<file path="src/design/x86sid_pkg.sv">
// x86sid_pkg: types, opcode constants and byte helpers for the x86-64 subset decoder
// no dependencies; used by the predecode stage, the top level and the checker

package x86sid_pkg;

  // prefix and opcode bytes
  localparam logic [7:0] REX_MASK = 8'hF0;
  localparam logic [7:0] REX_TAG  = 8'h40;

  localparam logic [7:0] OPC_NOP      = 8'h90;
  localparam logic [7:0] OPC_RET      = 8'hC3;
  localparam logic [7:0] OPC_INT3     = 8'hCC;
  localparam logic [7:0] OPC_PUSH_RBP = 8'h55;
  localparam logic [7:0] OPC_POP_RBP  = 8'h5D;
  localparam logic [7:0] OPC_JE       = 8'h74;
  localparam logic [7:0] OPC_JNE      = 8'h75;
  localparam logic [7:0] OPC_JBE      = 8'h76;
  localparam logic [7:0] OPC_JA       = 8'h77;
  localparam logic [7:0] OPC_JMP8     = 8'hEB;
  localparam logic [7:0] OPC_JMP32    = 8'hE9;
  localparam logic [7:0] OPC_CALL     = 8'hE8;

  localparam logic [7:0] OPC_MOV_RM8     = 8'h88;
  localparam logic [7:0] OPC_MOV_RM      = 8'h89;
  localparam logic [7:0] OPC_MOV_REG     = 8'h8B;
  localparam logic [7:0] OPC_MOV_IMM     = 8'hC7;
  localparam logic [7:0] OPC_ADD_RM8     = 8'h00;
  localparam logic [7:0] OPC_ADD_RM      = 8'h01;
  localparam logic [7:0] OPC_ADD_REG8    = 8'h02;
  localparam logic [7:0] OPC_ADD_REG     = 8'h03;
  localparam logic [7:0] OPC_ADD_AL_IMM  = 8'h04;
  localparam logic [7:0] OPC_ADD_RAX_IMM = 8'h05;
  localparam logic [7:0] OPC_LEA         = 8'h8D;
  localparam logic [7:0] OPC_TEST        = 8'h85;
  localparam logic [7:0] OPC_GRP80       = 8'h80;
  localparam logic [7:0] OPC_GRP81       = 8'h81;
  localparam logic [7:0] OPC_GRP83       = 8'h83;

  // modrm / sib codes
  localparam logic [1:0] MOD_NODISP = 2'd0;
  localparam logic [1:0] MOD_DISP8  = 2'd1;
  localparam logic [1:0] MOD_DISP32 = 2'd2;
  localparam logic [1:0] MOD_REG    = 2'd3;
  localparam logic [2:0] RM_SIB     = 3'd4;
  localparam logic [2:0] RM_RIP     = 3'd5;
  localparam logic [2:0] BASE_NONE  = 3'd5;
  localparam logic [2:0] INDEX_NONE = 3'd4;

  // fixed byte positions
  localparam logic [3:0] POS_OPC_END  = 4'd2;
  localparam logic [3:0] POS_MODRM_END = 4'd3;
  localparam logic [3:0] POS_SIB_END  = 4'd4;
  localparam logic [3:0] POS_REL      = 4'd1;
  localparam logic [3:0] LEN_ONE      = 4'd1;
  localparam logic [3:0] LEN_REL8     = 4'd2;
  localparam logic [3:0] LEN_REL32    = 4'd5;

  typedef enum logic [4:0] {
    OP_NOP      = 5'd0,
    OP_RET      = 5'd1,
    OP_INT3     = 5'd2,
    OP_PUSH_RBP = 5'd3,
    OP_POP_RBP  = 5'd4,
    OP_JE       = 5'd5,
    OP_JNE      = 5'd6,
    OP_JBE      = 5'd7,
    OP_JA       = 5'd8,
    OP_JMP      = 5'd9,
    OP_CALL     = 5'd10,
    OP_MOV      = 5'd11,
    OP_ADD      = 5'd12,
    OP_LEA      = 5'd13,
    OP_TEST     = 5'd14,
    OP_GRP80    = 5'd15,
    OP_GRP81    = 5'd16,
    OP_GRP83    = 5'd17,
    OP_UNKNOWN  = 5'd18
  } op_class_e;

  typedef enum logic [2:0] {
    FORM_NONE    = 3'd0,
    FORM_REG_REG = 3'd1,
    FORM_REG_MEM = 3'd2,
    FORM_MEM_REG = 3'd3,
    FORM_REG_IMM = 3'd4,
    FORM_MEM_IMM = 3'd5,
    FORM_BRANCH  = 3'd6
  } form_e;

  typedef enum logic [2:0] {
    AM_BASE       = 3'd0,
    AM_BASE_DISP  = 3'd1,
    AM_BASE_INDEX = 3'd2,
    AM_INDEX_DISP = 3'd3,
    AM_ABS        = 3'd4,
    AM_RIP        = 3'd5
  } amode_e;

  typedef enum logic [1:0] {
    ORD_RM_REG  = 2'd0,
    ORD_REG_RM  = 2'd1,
    ORD_RM_IMM  = 2'd2,
    ORD_ACC_IMM = 2'd3
  } ord_e;

  typedef enum logic [1:0] {
    SZ_NONE  = 2'd0,
    SZ_BYTE  = 2'd1,
    SZ_DWORD = 2'd2
  } size_e;

  typedef struct packed {
    logic      found;
    op_class_e cls;
    ord_e      ord;
    size_e     isz;
  } rex_op_t;

  typedef struct packed {
    logic [63:0] window_low;
    logic [63:0] window_high;
    logic [63:0] instr_address;
  } in_t;

  typedef struct packed {
    op_class_e          op_class;
    form_e              operand_form;
    logic [3:0]         reg_operand;
    logic [3:0]         base_or_rm_reg;
    amode_e             address_mode;
    logic [3:0]         index_reg;
    logic [1:0]         scale_log2;
    logic signed [31:0] displacement;
    logic signed [31:0] immediate;
    logic [3:0]         length;
    logic [63:0]        branch_target;
  } out_t;

  // predecoded shape of one instruction, handed from the first to the second stage
  typedef struct packed {
    logic [127:0]       window;
    logic [63:0]        instr_address;
    op_class_e          cls;
    form_e              form;
    logic [3:0]         regop;
    logic [3:0]         base;
    amode_e             amode;
    logic [3:0]         idx;
    logic [1:0]         scale;
    logic [3:0]         dpos;
    size_e              dsz;
    logic [3:0]         ipos;
    size_e              isz;
    logic [3:0]         len;
    logic               branch;
    logic signed [32:0] offs;
  } predec_t;

  function automatic rex_op_t rex_lookup(input logic [7:0] opc);
    rex_op_t r;
    r = '{found: 1'b1, cls: OP_UNKNOWN, ord: ORD_RM_REG, isz: SZ_NONE};
    unique case (opc)
      OPC_MOV_RM8:     r.cls = OP_MOV;
      OPC_MOV_RM:      r.cls = OP_MOV;
      OPC_MOV_REG:     begin r.cls = OP_MOV; r.ord = ORD_REG_RM; end
      OPC_MOV_IMM:     begin r.cls = OP_MOV; r.ord = ORD_RM_IMM; r.isz = SZ_DWORD; end
      OPC_ADD_RM8:     r.cls = OP_ADD;
      OPC_ADD_RM:      r.cls = OP_ADD;
      OPC_ADD_REG8:    begin r.cls = OP_ADD; r.ord = ORD_REG_RM; end
      OPC_ADD_REG:     begin r.cls = OP_ADD; r.ord = ORD_REG_RM; end
      OPC_ADD_AL_IMM:  begin r.cls = OP_ADD; r.ord = ORD_ACC_IMM; r.isz = SZ_BYTE; end
      OPC_ADD_RAX_IMM: begin r.cls = OP_ADD; r.ord = ORD_ACC_IMM; r.isz = SZ_DWORD; end
      OPC_LEA:         begin r.cls = OP_LEA; r.ord = ORD_REG_RM; end
      OPC_TEST:        r.cls = OP_TEST;
      OPC_GRP80:       begin r.cls = OP_GRP80; r.ord = ORD_RM_IMM; r.isz = SZ_BYTE; end
      OPC_GRP81:       begin r.cls = OP_GRP81; r.ord = ORD_RM_IMM; r.isz = SZ_DWORD; end
      OPC_GRP83:       begin r.cls = OP_GRP83; r.ord = ORD_RM_IMM; r.isz = SZ_BYTE; end
      default:         r.found = 1'b0;
    endcase
    return r;
  endfunction

  function automatic logic [3:0] size_bytes(input size_e s);
    logic [3:0] n;
    unique case (s)
      SZ_NONE:  n = 4'd0;
      SZ_BYTE:  n = 4'd1;
      SZ_DWORD: n = 4'd4;
      default:  n = 4'd0;
    endcase
    return n;
  endfunction

  function automatic logic [31:0] sx8(input logic [7:0] v);
    return {{24{v[7]}}, v};
  endfunction

  function automatic logic [7:0] get_byte(input logic [127:0] w, input logic [3:0] p);
    return w[{p, 3'b000} +: 8];
  endfunction

  // little-endian dword, positions wrap inside the window
  function automatic logic [31:0] rd32(input logic [127:0] w, input logic [3:0] p);
    return {get_byte(w, p + 4'd3), get_byte(w, p + 4'd2),
            get_byte(w, p + 4'd1), get_byte(w, p)};
  endfunction

endpackage

</file>
<file path="src/design/x86sid_predecode.sv">
// x86sid_predecode: first decode stage, finds prefix, opcode, modrm/sib shape,
// field positions, length and the branch offset; uses x86sid_pkg

module x86sid_predecode (
  input  x86sid_pkg::in_t     beat_i,
  output x86sid_pkg::predec_t pd_o
);

  logic [127:0]        win;
  logic [7:0]          byte0;
  logic [7:0]          byte1;
  logic [7:0]          modrm;
  logic [7:0]          sib;
  logic                is_rex;
  logic                rr;
  logic                rx;
  logic                rb;
  logic [1:0]          md;
  logic [2:0]          reg_f;
  logic [2:0]          rm;
  logic [1:0]          ss;
  logic [2:0]          ix;
  logic [2:0]          bs;
  logic                has_idx;
  logic                no_base;
  logic                rel32;
  logic [31:0]         rel;
  x86sid_pkg::rex_op_t op;

  assign win     = {beat_i.window_high, beat_i.window_low};
  assign byte0   = win[7:0];
  assign byte1   = win[15:8];
  assign modrm   = win[23:16];
  assign sib     = win[31:24];
  assign is_rex  = (byte0 & x86sid_pkg::REX_MASK) == x86sid_pkg::REX_TAG;
  assign rr      = byte0[2];
  assign rx      = byte0[1];
  assign rb      = byte0[0];
  assign md      = modrm[7:6];
  assign reg_f   = modrm[5:3];
  assign rm      = modrm[2:0];
  assign ss      = sib[7:6];
  assign ix      = sib[5:3];
  assign bs      = sib[2:0];
  assign has_idx = !(ix == x86sid_pkg::INDEX_NONE && !rx);
  assign no_base = (md == x86sid_pkg::MOD_NODISP) && (bs == x86sid_pkg::BASE_NONE);
  assign op      = x86sid_pkg::rex_lookup(byte1);

  always_comb begin
    pd_o               = '0;
    pd_o.window        = win;
    pd_o.instr_address = beat_i.instr_address;
    pd_o.cls           = x86sid_pkg::OP_UNKNOWN;
    pd_o.form          = x86sid_pkg::FORM_NONE;
    pd_o.amode         = x86sid_pkg::AM_BASE;
    pd_o.dpos          = x86sid_pkg::POS_MODRM_END;
    pd_o.dsz           = x86sid_pkg::SZ_NONE;
    pd_o.ipos          = x86sid_pkg::POS_OPC_END;
    pd_o.isz           = x86sid_pkg::SZ_NONE;
    pd_o.len           = x86sid_pkg::LEN_ONE;
    pd_o.branch        = 1'b0;
    rel32              = 1'b0;
    rel                = '0;

    if (is_rex) begin
      pd_o.len = x86sid_pkg::POS_OPC_END;
      if (op.found) begin
        pd_o.cls = op.cls;
        if (op.ord == x86sid_pkg::ORD_ACC_IMM) begin
          // accumulator form: no modrm, imm right after the opcode
          pd_o.form = x86sid_pkg::FORM_REG_IMM;
          pd_o.isz  = op.isz;
        end else begin
          pd_o.regop = {rr, reg_f};
          if (md == x86sid_pkg::MOD_REG) begin
            pd_o.base = {rb, rm};
            pd_o.form = (op.ord == x86sid_pkg::ORD_RM_IMM) ? x86sid_pkg::FORM_REG_IMM
                                                           : x86sid_pkg::FORM_REG_REG;
          end else begin
            unique case (op.ord)
              x86sid_pkg::ORD_RM_REG: pd_o.form = x86sid_pkg::FORM_MEM_REG;
              x86sid_pkg::ORD_REG_RM: pd_o.form = x86sid_pkg::FORM_REG_MEM;
              default:                pd_o.form = x86sid_pkg::FORM_MEM_IMM;
            endcase
            if (rm == x86sid_pkg::RM_SIB) begin
              pd_o.dpos = x86sid_pkg::POS_SIB_END;
              if (has_idx) begin
                pd_o.idx   = {rx, ix};
                pd_o.scale = ss;
              end
              if (!no_base) begin
                pd_o.base = {rb, bs};
              end
              if (no_base) begin
                pd_o.amode = has_idx ? x86sid_pkg::AM_INDEX_DISP : x86sid_pkg::AM_ABS;
              end else if (has_idx) begin
                pd_o.amode = x86sid_pkg::AM_BASE_INDEX;
              end else begin
                pd_o.amode = (md == x86sid_pkg::MOD_NODISP) ? x86sid_pkg::AM_BASE
                                                            : x86sid_pkg::AM_BASE_DISP;
              end
              if (no_base || md == x86sid_pkg::MOD_DISP32) begin
                pd_o.dsz = x86sid_pkg::SZ_DWORD;
              end else if (md == x86sid_pkg::MOD_DISP8) begin
                pd_o.dsz = x86sid_pkg::SZ_BYTE;
              end
            end else if (md == x86sid_pkg::MOD_NODISP && rm == x86sid_pkg::RM_RIP) begin
              pd_o.amode = x86sid_pkg::AM_RIP;
              pd_o.dsz   = x86sid_pkg::SZ_DWORD;
            end else begin
              pd_o.base = {rb, rm};
              unique case (md)
                x86sid_pkg::MOD_NODISP: pd_o.amode = x86sid_pkg::AM_BASE;
                x86sid_pkg::MOD_DISP8: begin
                  pd_o.amode = x86sid_pkg::AM_BASE_DISP;
                  pd_o.dsz   = x86sid_pkg::SZ_BYTE;
                end
                default: begin
                  pd_o.amode = x86sid_pkg::AM_BASE_DISP;
                  pd_o.dsz   = x86sid_pkg::SZ_DWORD;
                end
              endcase
            end
          end
          if (op.ord == x86sid_pkg::ORD_RM_IMM) begin
            pd_o.isz = op.isz;
          end
          pd_o.ipos = pd_o.dpos + x86sid_pkg::size_bytes(pd_o.dsz);
        end
        pd_o.len = pd_o.ipos + x86sid_pkg::size_bytes(pd_o.isz);
      end
    end else begin
      unique case (byte0)
        x86sid_pkg::OPC_NOP:      pd_o.cls = x86sid_pkg::OP_NOP;
        x86sid_pkg::OPC_RET:      pd_o.cls = x86sid_pkg::OP_RET;
        x86sid_pkg::OPC_INT3:     pd_o.cls = x86sid_pkg::OP_INT3;
        x86sid_pkg::OPC_PUSH_RBP: pd_o.cls = x86sid_pkg::OP_PUSH_RBP;
        x86sid_pkg::OPC_POP_RBP:  pd_o.cls = x86sid_pkg::OP_POP_RBP;
        x86sid_pkg::OPC_JE:       begin pd_o.cls = x86sid_pkg::OP_JE;  pd_o.branch = 1'b1; end
        x86sid_pkg::OPC_JNE:      begin pd_o.cls = x86sid_pkg::OP_JNE; pd_o.branch = 1'b1; end
        x86sid_pkg::OPC_JBE:      begin pd_o.cls = x86sid_pkg::OP_JBE; pd_o.branch = 1'b1; end
        x86sid_pkg::OPC_JA:       begin pd_o.cls = x86sid_pkg::OP_JA;  pd_o.branch = 1'b1; end
        x86sid_pkg::OPC_JMP8:     begin pd_o.cls = x86sid_pkg::OP_JMP; pd_o.branch = 1'b1; end
        x86sid_pkg::OPC_JMP32: begin
          pd_o.cls    = x86sid_pkg::OP_JMP;
          pd_o.branch = 1'b1;
          rel32       = 1'b1;
        end
        x86sid_pkg::OPC_CALL: begin
          pd_o.cls    = x86sid_pkg::OP_CALL;
          pd_o.branch = 1'b1;
          rel32       = 1'b1;
        end
        default:                  pd_o.cls = x86sid_pkg::OP_UNKNOWN;
      endcase
      if (pd_o.branch) begin
        pd_o.form = x86sid_pkg::FORM_BRANCH;
        pd_o.len  = rel32 ? x86sid_pkg::LEN_REL32 : x86sid_pkg::LEN_REL8;
        rel       = rel32 ? x86sid_pkg::rd32(win, x86sid_pkg::POS_REL) : x86sid_pkg::sx8(byte1);
        // offset past the end of the instruction, 33 bits so it cannot overflow
        pd_o.offs = {rel[31], rel} + {29'd0, pd_o.len};
      end
    end
  end

endmodule

</file>
<file path="src/design/x86_64_subset_instruction_decoder_top.sv">
// throughput: one instruction window per cycle, sustained while the output is not stalled
// three register stages: input capture, predecode, field extraction with target add
// a stall on the output holds each full stage that has only full stages after it; the others keep moving and filling
// reset (rst_ni low, asynchronous) empties all stages; payload registers are not reset
//
// x86_64_subset_instruction_decoder_top: pipelined decoder for a small x86-64 subset
// uses x86sid_pkg and x86sid_predecode

module x86_64_subset_instruction_decoder_top (
  input  logic              clk_i,
  input  logic              rst_ni,
  input  logic              in_valid_i,
  output logic              in_stall_o,
  input  x86sid_pkg::in_t   in_beat_i,
  output logic              out_valid_o,
  input  logic              out_stall_i,
  output x86sid_pkg::out_t  out_beat_o
);

  // stage valids
  logic                v1_q, v2_q, v3_q;
  // per-stage load enables: a stage takes new data when empty or when it drains
  logic                rdy1, rdy2, rdy3;

  // stage payloads
  x86sid_pkg::in_t     in1_q;
  x86sid_pkg::predec_t pd_d;
  x86sid_pkg::predec_t pd2_q;
  x86sid_pkg::out_t    out_d;
  x86sid_pkg::out_t    out3_q;

  logic [31:0]         disp_val;
  logic [31:0]         imm_val;
  logic [63:0]         target;

  assign rdy3 = !v3_q || !out_stall_i;
  assign rdy2 = !v2_q || rdy3;
  assign rdy1 = !v1_q || rdy2;

  // stall toward the sender only when the input stage is full and cannot move
  assign in_stall_o  = !rdy1;
  assign out_valid_o = v3_q;
  assign out_beat_o  = out3_q;

  // ---------------------------------------------------------------- stage 1 -> 2
  // prefix / opcode lookup, modrm and sib shape, byte positions, length,
  // and the branch offset relative to the instruction end
  x86sid_predecode u_predecode (
    .beat_i (in1_q),
    .pd_o   (pd_d)
  );

  // ---------------------------------------------------------------- stage 2 -> 3
  // pull displacement and immediate from the positions the predecode stage found
  always_comb begin
    unique case (pd2_q.dsz)
      x86sid_pkg::SZ_BYTE:  disp_val = x86sid_pkg::sx8(x86sid_pkg::get_byte(pd2_q.window,
                                                                            pd2_q.dpos));
      x86sid_pkg::SZ_DWORD: disp_val = x86sid_pkg::rd32(pd2_q.window, pd2_q.dpos);
      default:              disp_val = '0;
    endcase
  end

  always_comb begin
    unique case (pd2_q.isz)
      x86sid_pkg::SZ_BYTE:  imm_val = x86sid_pkg::sx8(x86sid_pkg::get_byte(pd2_q.window,
                                                                           pd2_q.ipos));
      x86sid_pkg::SZ_DWORD: imm_val = x86sid_pkg::rd32(pd2_q.window, pd2_q.ipos);
      default:              imm_val = '0;
    endcase
  end

  // branch target: address plus the sign-extended offset, wraps at 64 bits
  assign target = pd2_q.branch
                ? pd2_q.instr_address + {{31{pd2_q.offs[32]}}, pd2_q.offs}
                : '0;

  always_comb begin
    out_d.op_class       = pd2_q.cls;
    out_d.operand_form   = pd2_q.form;
    out_d.reg_operand    = pd2_q.regop;
    out_d.base_or_rm_reg = pd2_q.base;
    out_d.address_mode   = pd2_q.amode;
    out_d.index_reg      = pd2_q.idx;
    out_d.scale_log2     = pd2_q.scale;
    out_d.displacement   = signed'(disp_val);
    out_d.immediate      = signed'(imm_val);
    out_d.length         = pd2_q.len;
    out_d.branch_target  = target;
  end

  // ---------------------------------------------------------------- control
  always_ff @(posedge clk_i or negedge rst_ni) begin
    if (!rst_ni) begin
      v1_q <= 1'b0;
      v2_q <= 1'b0;
      v3_q <= 1'b0;
    end else begin
      if (rdy1) begin
        v1_q <= in_valid_i;
      end
      if (rdy2) begin
        v2_q <= v1_q;
      end
      if (rdy3) begin
        v3_q <= v2_q;
      end
    end
  end

  // ---------------------------------------------------------------- payload
  always_ff @(posedge clk_i) begin
    if (rdy1 && in_valid_i) begin
      in1_q <= in_beat_i;
    end
    if (rdy2 && v1_q) begin
      pd2_q <= pd_d;
    end
    if (rdy3 && v2_q) begin
      out3_q <= out_d;
    end
  end

endmodule

</file>
<file path="config.mk">
export PLATFORM = sky130hd
export DESIGN_NAME = x86_64_subset_instruction_decoder_top
export DESIGN_NICKNAME = d
export VERILOG_FILES = /design/src/design/x86sid_pkg.sv /design/src/design/x86sid_predecode.sv /design/src/design/x86_64_subset_instruction_decoder_top.sv
export SDC_FILE = /design/constraint.sdc
export NUM_CORES = 1
export LEC_CHECK = 0
export BUFFER_PORTS_ARGS = -buffer_cell sky130_fd_sc_hd__buf_4
export CAP_MARGIN = 20
export CORE_MARGIN = 2
export CORE_UTILIZATION = 50
export DETAILED_ROUTE_END_ITERATION = 12
export PLACE_DENSITY = 0.7
export SYNTH_ARGS = -nofsm -noshare
export SYNTH_HDL_FRONTEND = slang
export SYNTH_SLANG_ARGS = --single-unit
</file>
<file path="constraint.sdc">
create_clock -name clk_i -period 18.3 [get_ports clk_i]
set_clock_uncertainty 0.15 [all_clocks]
set_input_delay 0.915 -clock clk_i [delete_from_list [all_inputs] [get_ports clk_i]]
set_output_delay 0.915 -clock clk_i [all_outputs]
set_load 0.005 [all_outputs]
</file>
* Word level (Yosys, flattened, before mapping) *
Index checks and enable logic that the tools add are counted.

operators by class
  add/subtract/negate cells = 10
  shift-type cells = 8
  reduce and logical (&&, ||, !) cells = 32
  bitwise operators = 1
  multiplexer cells = 56
  equality and inequality tests = 45

operators with widths
  operator             number
  $shiftx 128x8->8     8
  $pmux 32 s2          2
  $eq 8x8->1 const B   15
  $mux 27              3
  $add 64x64->64       1
  $mux 15              4
  $pmux 5 s11          1
  $eq 8x7->1 const B   6
  $mux 41              1
  $mux 4               10
  $pmux 5 s7           1
  $add 32x4->33        1
  $mux 32              1
  $mux 3               9
  $pmux 3 s2           3
  $add 4x2->4 const B  4
  $eq 2x2->1 const B   8
  $eq 8x2->1 const B   2
  $eq 8x3->1 const B   2
  $reduce_or 15->1     1
  $mux 2               7
  $eq 2x1->1 const B   6
  $eq 3x3->1 const B   4
  $reduce_or 4->1      3
  other kinds (22)     49

word-level totals
  bits in registers = 619
  logic and storage cells = 185
  bits of input ports = 196
  output and inout bits = 159

* Longest topological paths before layout *
  depth in word-level cells = 21
  depth in mapped cells = 16
  gate-level depth less buffers = 15

* By module *
A second synthesis with hierarchy kept.

second synthesis, totals
  cell total of the unflattened synthesis = 2565
  area total of the unflattened synthesis = 35454.0 µm²

modules (own cells, without submodules)
  module                                 sequential area each (µm²)  instances  cells each  area an instance (µm²)
  x86_64_subset_instruction_decoder_top  18572.8                     1          2011        31736.7
  x86sid_predecode                       0.0                         1          554         3717.3

* Worst setup path after synthesis *
Ideal clock, no wire load.

  path type = input port to flip-flop
  from = in out_stall_i
  to = reg out3_q (netlist bit out_beat_o[0]), enable pin
  setup time = 914 ps
  buffers on the path = 0
  stages = 1
  path slack = 5034 ps
  data required time = 17236 ps
  arrival = 12201 ps
  cells stage by stage = a21boi_0

between the ends
  word-level cells in the longest chain between the ends = 3

ends and longest elaborated chain
  what                  line                                          source
  from (decl)           x86_64_subset_instruction_decoder_top.sv:16   input logic out_stall_i,
  $logic_not 1->1       x86_64_subset_instruction_decoder_top.sv:36   assign rdy3 = !v3_q || !out_stall_i;
  $logic_or 1x1->1      x86_64_subset_instruction_decoder_top.sv:36
  $logic_and 1x1->1     x86_64_subset_instruction_decoder_top.sv:119  if (rdy3 && v2_q) begin
  to (signal assigned)  x86_64_subset_instruction_decoder_top.sv:120  out3_q <= out_d;
  to (decl)             x86_64_subset_instruction_decoder_top.sv:30   x86sid_pkg::out_t out3_q;

No other way between the ends.
A chain may end at the register's enable or synchronous reset.

* Worst setup path in the final report *
  from = reg pd2_q[41] in the netlist's numbering
  to = reg out3_q (netlist bit out_beat_o[92]), data pin

between the ends
  word-level cells in the longest chain between the ends = 3
  elaborated cells on any way between the ends = 4
  classes of those cells = add/sub: 1; shift: 2; mux: 1

ends and longest elaborated chain
  what                    line                                          source
  from (decl)             x86_64_subset_instruction_decoder_top.sv:28   x86sid_pkg::predec_t pd2_q;
  from (signal assigned)  x86_64_subset_instruction_decoder_top.sv:117  pd2_q <= pd_d;
  $add 4x2->4             x86sid_pkg.sv:204                             return {get_byte(w, p + 4'd3), get_byte(w, p + 4'd2),
  $shiftx 128x8->8        x86sid_pkg.sv:199                             return w[{p, 3'b000} +: 8];
  $pmux 32 s2 (*)         x86_64_subset_instruction_decoder_top.sv:65   unique case (pd2_q.isz)
  net imm_val[24]         x86_64_subset_instruction_decoder_top.sv:33   logic [31:0] imm_val;

The timed path passes the listed nets; every way through them passes the cells marked *.

==> metrics <==
Seq/Total Area, Yosys=59.5%; Final min period=4290 ps; Worst Path Max Fanout=67; I/O pins=355; crit end category=flop; TNS Setup=0 ps; first-pass GRT wire length=126,000 microns; GRT overflow=0; Critical Path AT=4440 ps; Initial Util=50.5%; dominant cell type by area after synthesis=edfxtp_1; Clock Tree Buf Depth=3; f_max=233 MHz; chip width=253 microns; max-cap viol count=0; Area growth, synth to finish=18.6%; Hold Path Class=flop to flop; initial antenna violation count=2; Total Die Area=64,200 sq um; Final nets=2,762; flop2flop setup slack=14,010 ps; Core ar.=61,600 sq um; fin. max-slew vios=0; final WL=84,900 microns; Netlist Area Pre-Place=31,100 sq um; layout cells sized above 1=29.2%; number of synthesized flops with an enable pin=614; Synth Area in Simple Gates=8.25%; vias in the first global route=20,211; Yosys Warn Count=0; CTS tree=built; final count of hold timing violations=0; Synth top area share=59.3%; dpl hpwl=60,600 microns; Post-Route Utilization=59.9%; adder-cell area share of the yosys netlist=3.39%; Leak Pwr=13.6 nW; Setup Fix Bufs, Post-CTS=0; most frequent cells in the layout=edfxtp_1, buf_4, a21oi_1; Final setup violation count=0; Rel. slew slack=23.3%; Num CTS Buffers=67; CTS Hold Bufs=1; fin crit share=23.5%; main combinational cell family by area after synthesis=multiplexers; multiplexer area fraction after synthesis=15.9%; PortBufs=354; pin count of the biggest net entering global routing=81; Crit Path Category=flop to flop; GR Util All Layers=26.5%; Pwr per Cell Area=106 nW/um^2; Slew @ Worst Pin=1150 ps; 1st-iter DRT viols=2,348; Post-Synth XOR/XNOR Area=2.45%; vias=20,609; remaining antenna violation count=0; Startpoint Class=flop; syn_nets=2,439; commonest non-fill, non-tap cell in the layout=edfxtp_1; Yosys reg bits=617; FILL cells=4,669; clk sinks=617; Yosys cell types=76; post-layout power=3.90 mW; Avg Vias per Cell=6.11; final instance area=36,900 sq um; Placer Congestion=0.932; Mapped Avg Cell Area=14.4 sq um; DR pass1 iterations=7; VDD IR max=0.0000655 V; CTS root buffer=clkbuf_16; DRC viols=0; Post-DP Area=34,500 sq um; row cnt=91; CTS clk-pin slew, worst paths=70 ps; Clock Latency Late Sink=600 ps; status=finished, final reports clean; Die Y=253 microns; post-synthesis compound-gate area fraction=8.45%; hold_ws=257 ps; H-Tree Depth=3; Mapped Cells=2,160; RSZ-0062 raised after global routing=false; async set-reset flop share out of synthesis=0.486%; Post-CTS Resized=0; WL/cell=25.2 microns; Synth area leaders=edfxtp_1, mux4_2, ha_1; top_reg_cell synth=edfxtp_1; CP Data Required Time=18,450 ps
==> per-stage QoR <==
step	instances	setup WS, ps
after floorplan	2160	5030
after global placement	3249	14150
after detailed placement	3249	14030
after CTS	3372	14000
after global routing	3373	13700
final	3374	14010
==> worst max-delay path: stages, from the launching register on <==
cell	delay, ps
edfxtp_1	340
buf_4	760
inv_1	160
ha_2	810
buf_4	600
mux4_2	580
mux2_2	270
o211ai_1	150
a21oi_1	100
==> logic make-up (layout without fill, tap and decap cells) <==
kind of cell | Yosys count | after routing
other | 0 | 1
AO/OA/AOI/OAI | 431 | 431
XOR/XNOR | 87 | 87
flip-flops | 617 | 617
adder cells (fa/ha/maj) | 83 | 83
multiplexers | 267 | 267
buffers and inverters | 161 | 537
AND/OR/NAND/NOR | 514 | 514
==> report_power, final <==
group	internal (mW)	total [mW]	switching (mW)
sequential	1.72	1.83	0.106
combinational	0.312	0.663	0.351
clock	0.842	1.41	0.567
==> synthesized netlist by cell type, types with 41 or more instances <==
master,n
mux2_2,58
and2_1,68
ha_1,81
nand2_1,155
clkbuf_1,77
xnor2_1,52
edfxtp_1,614
nor2_1,105
mux4_2,176
inv_1,41
o21ai_0,82
a21oi_1,177
==> flip-flops by register name, indices dropped and copies added (netlist names) <==
| register | count |
|---|---|
| pd2_q | 236 |
| in1_q | 192 |
| out_beat_o | 157 |
| out_d | 29 |
| out_valid_o | 1 |
| v1_q | 1 |
| v2_q | 1 |
==> path summary, 6_finish.rpt <==
path	startpoint	end	depth (start not counted)
setup / recovery	pd2_q[41]	out_beat_o[92]	8
max in group asynchronous	rst_ni	v1_q	2
hold / removal	out_d[154]	out_beat_o[154]	0
min in group asynchronous	rst_ni	v2_q	2
setup reg to reg	pd2_q[41]	out_beat_o[92]	8
hold reg to reg	out_d[154]	out_beat_o[154]	0
==> layout make-up <==
class                           instances  area (sq um)  area share, %
Sequential cell                       617         18500           50.2
Inverter                               41           154          0.417
Multi-Input combinational cell       1382         12000           32.6
Clock inverter                         42           489           1.33
Antenna cell                            1          2.50        0.00678
Timing Repair Buffer                  374          2830           7.67
Clock buffer                           80          1810           4.91
Tap cell                              837          1050           2.84
==> layer usage <==
layer  routed length, microns  global-route usage, %  part of all wire, %  vias to the layer above
met5                        0                      0                    0                        -
met1                    36100                   38.2                   42                    10317
li1                         -                      -                    -                     9120
met2                    39800                   41.4                   47                     1040
met3                     6860                   4.34                  8.1                      132
met4                     2210                   8.35                  2.6                        0
Note: power is estimated with default switching activity, not from simulation.
